===== src/hw/rtl/tgsdp_ram.sv =====
// ---------------------------------------------------------------------------
// tgsdp_ram: generic single-write, single-read synchronous RAM
// One write port and one read port; read data is registered.
// ---------------------------------------------------------------------------
module tgsdp_ram #(
	parameter int WIDTH = 8,
	parameter int DEPTH = 16
) (
	input  logic                     clk,
	input  logic                     we,
	input  logic [$clog2(DEPTH)-1:0] waddr,
	input  logic [WIDTH-1:0]         wdata,
	input  logic                     re,
	input  logic [$clog2(DEPTH)-1:0] raddr,
	output logic [WIDTH-1:0]         rdata
);

	logic [WIDTH-1:0] mem [DEPTH];

	// Write port.
	always_ff @(posedge clk) begin
		if (we) begin
			mem[waddr] <= wdata;
		end
	end

	// Registered read port.
	always_ff @(posedge clk) begin
		if (re) begin
			rdata <= mem[raddr];
		end
	end

endmodule


===== config.mk =====
export PLATFORM = sky130hd
export DESIGN_NAME = tgsdp_ram
export DESIGN_NICKNAME = d
export VERILOG_FILES = /design/src/hw/rtl/tgsdp_ram.sv
export SDC_FILE = /design/constraint.sdc
export NUM_CORES = 1
export LEC_CHECK = 0
export ABC_AREA = 1
export BUFFER_PORTS_ARGS = -buffer_cell sky130_fd_sc_hd__buf_2
export CAP_MARGIN = 20
export CORE_MARGIN = 2
export CORE_UTILIZATION = 57
export CTS_BUF_LIST = sky130_fd_sc_hd__clkbuf_4
export CTS_CLUSTER_SIZE = 20
export DETAILED_ROUTE_END_ITERATION = 7
export GPL_ROUTABILITY_DRIVEN = 0
export PLACE_DENSITY = 0.78
export SYNTH_ARGS = -nofsm -noshare
export SYNTH_HDL_FRONTEND = slang
export SYNTH_SLANG_ARGS = --single-unit
export TNS_END_PERCENT = 100

===== constraint.sdc =====
create_clock -name clk -period 1.1 [get_ports clk]
set_input_delay 0.055 -clock clk [delete_from_list [all_inputs] [get_ports clk]]
set_output_delay 0.055 -clock clk [all_outputs]
set_load 0.01 [all_outputs]

==> impl_metrics.yaml <==
finish:
  area_growth_pct: 18.6
  num_antenna_cells: 0
  fin_cells: 751
  multi_input_area_sq_mm: 0.00144
  register_area_sq_mm: 0.00408
  fin_nets: 626
  num-fill-cells: 663
  layout-drive-gt1-share_pct: 21.2
die:
  dieWidth_microns: 105
  core-area_sq_mm: 0.00986
  row_count: 36
  dieArea_sq_mm: 0.0111
  die_y_microns: 105
  initial_core_util_pct: 59.3
  num_io_pins: 27
timing:
  slew_headroom_pct: 52.7
  fin_crit_ps: 1150
  tightestPinTransition_ps: 708
  fin_worst_skew_ps: 20.9
  timing.final.ws_setup_ps: -51.2
  setup_viol: 10
  hold_viol: 0
  whs_ps: 135
  rsz0062_at_grt: "yes"
  fmax_mhz: 869
  finalCritPeriodShare_pct: 105
  slew_viol_final: 0
worst_hold_path:
  hp-class: "in -> reg"
global_routing:
  antenna_found_initial: 0
  first_global_vias: 3767
  globalRouteTotalUtil_pct: 23.9
  grt_first_pass_wirelength_mm: 19.3
  grt_start_max_net_pins: 36
  grt_overflow: 0
clock_tree:
  cts_buffers: 17
  tritoncts: "yes"
  post_cts_buffers: 0
  clk_path_buf_depth: 2
  htreeDepth: 4
  insertion_delay_ps: 540
  cts.reportedPaths.clkPinSlew_ps: 110
  cts.sinks: 136
  cts-root-buf: "clkbuf_4"
power_and_ir_drop:
  powerDensity_mw_per_mm2: 1570
  leakage_nw: 3.00
  irDropWorstVdd_v: 0.000887
  power_mw: 10.9
synth:
  netlist_top_cells_area: "edfxtp_1 (70%), nand2_1 (11%), nand3_1 (8.3%)"
  synthArstFlopShare_pct: 0
  synth_cells: 551
  synthDistinctLibCells: 11
  syn_area_sq_mm: 0.00585
  yosysWarnings: 0
  synth_top_area_share_pct: 69.8
  yosys_register_bits: 136
  yosysTopAreaCell: "edfxtp_1"
  syn_nets: 570
  synth-main-ff-cell: "edfxtp_1"
  syn_avg_cell_area_sq_um: 10.6
  yosysSeqAreaShare_pct: 69.8
  synth_most_common_cell: "nand2_1"
  synth-edff-count: 136
  yosys-top-cells-count: "nand2_1 (173), edfxtp_1 (136), inv_1 (100)"
placement:
  dp_hpwl_mm: 7.66
  pre_cts_ws_ps: -193
  post-place-cells: 711
  io_buffers: 26
worst_setup_path:
  slowest_stage: "edfxtp_1"
  cp.arrival_ps: 1100
  max_stage_delay_ps: 410
  worstPathRequired_ps: 1040
  crit_type: "reg -> out"
  cp_num_buf_inv: 1
  crit_path_max_fanout: 1
  cp_cell_sequence: "buf_2"
  start_kind: "register"
  end_kind: "output pin"
  path_delay_family: "flip-flops"
flow_run:
  drv_cap: 0
drt:
  drt_iter0_markers: 474
  antenna_left: 0
  drtPass1Iterations: 7
  wl_per_cell_microns: 17.0
  drt_wl_total_mm: 12.8
  via_count: 3956
  post-route-drc-count: 0
  viasPerCell: 5.27
outcome:
  violations: "negative setup slack"
  outcome: "complete, but fails checks"
## final timing paths
kind              startpoint         to  slack [ps]  cells past startpoint
hold / removal            we  mem[0][2]         140                      4
setup / recovery    rdata[2]   rdata[2]         -50                      1
hold reg to reg   mem[10][3]   rdata[3]         770                      6
setup reg to reg   mem[9][1]   rdata[1]         -10                      6
## power by group
part | internal (mW) | total [mW] | switching, mW
clock | 2.46 | 4.18 | 1.71
sequential | 5.83 | 5.86 | 0.0306
combinational | 0.282 | 0.844 | 0.562
total | 8.57 | 10.9 | 2.31
## cells in the final DEF (no fill, tap or decap), types with 2 or more instances in the layout
cell | synthesis | layout
nand2_2 | 0 | 8
nor2_1 | 17 | 17
edfxtp_1 | 136 | 136
bufinv_16 | 0 | 7
clkbuf_4 | 0 | 17
buf_12 | 0 | 5
nand3_2 | 0 | 39
buf_2 | 13 | 26
buf_4 | 4 | 20
clkinvlp_4 | 0 | 2
nand3b_1 | 2 | 2
inv_1 | 100 | 99
nand3_1 | 97 | 57
inv_2 | 2 | 3
nand2_1 | 173 | 165
dlygate4sd3_1 | 0 | 10
## routing by layer
| metal | share of wire [%] | GRT usage [%] |
|---|---|---|
| met3 | 9.8 | 6.56 |
| met4 | 1.6 | 8.29 |
| met1 | 38 | 31.3 |
| met2 | 51 | 38.6 |
| met5 | 0 | 0 |
## state kept, by name, indices dropped and copies added, names as in the netlist
register	count
rdata	8
mem	128
## cell type report
cell class	count	share of cell area, %
clock inverters	13	3.63
inverters	102	5.52
well taps	133	2.40
multi-input cells	289	20.8
repair buffers	61	6.93
flip-flops and latches	136	58.9
clock buffers	17	1.84
## logic make-up after synthesis
group / after synthesis / synth area share [%]
and+or+nand+nor: 289 / 20.8
DFF: 136 / 69.8
buffers and inverters: 126 / 9.39
## through the flow
step	util (%)	instance area [sq um]	TNS [ps]
2_1_floorplan	-	5850	0
3_3_place_gp	63.1	6230	-1050
3_5_place_dp	63.1	6230	-1290
4_1_cts	68.6	6770	-456
5_1_grt	70.3	6930	-1070
6_report	70.3	6930	-236
## what timing repair did
| action | 4_1_cts | 5_1_grt |
|---|---|---|
| cloned | 0 | 0 |
| hold endpoints to repair | 137 | 0 |
| resized for setup | 12 | 38 |
| setup endpoints to repair | 14 | 16 |
| hold buffers | 10 | 0 |
| pin swaps | 7 | 28 |
Power figures use the tool's default switching activity.
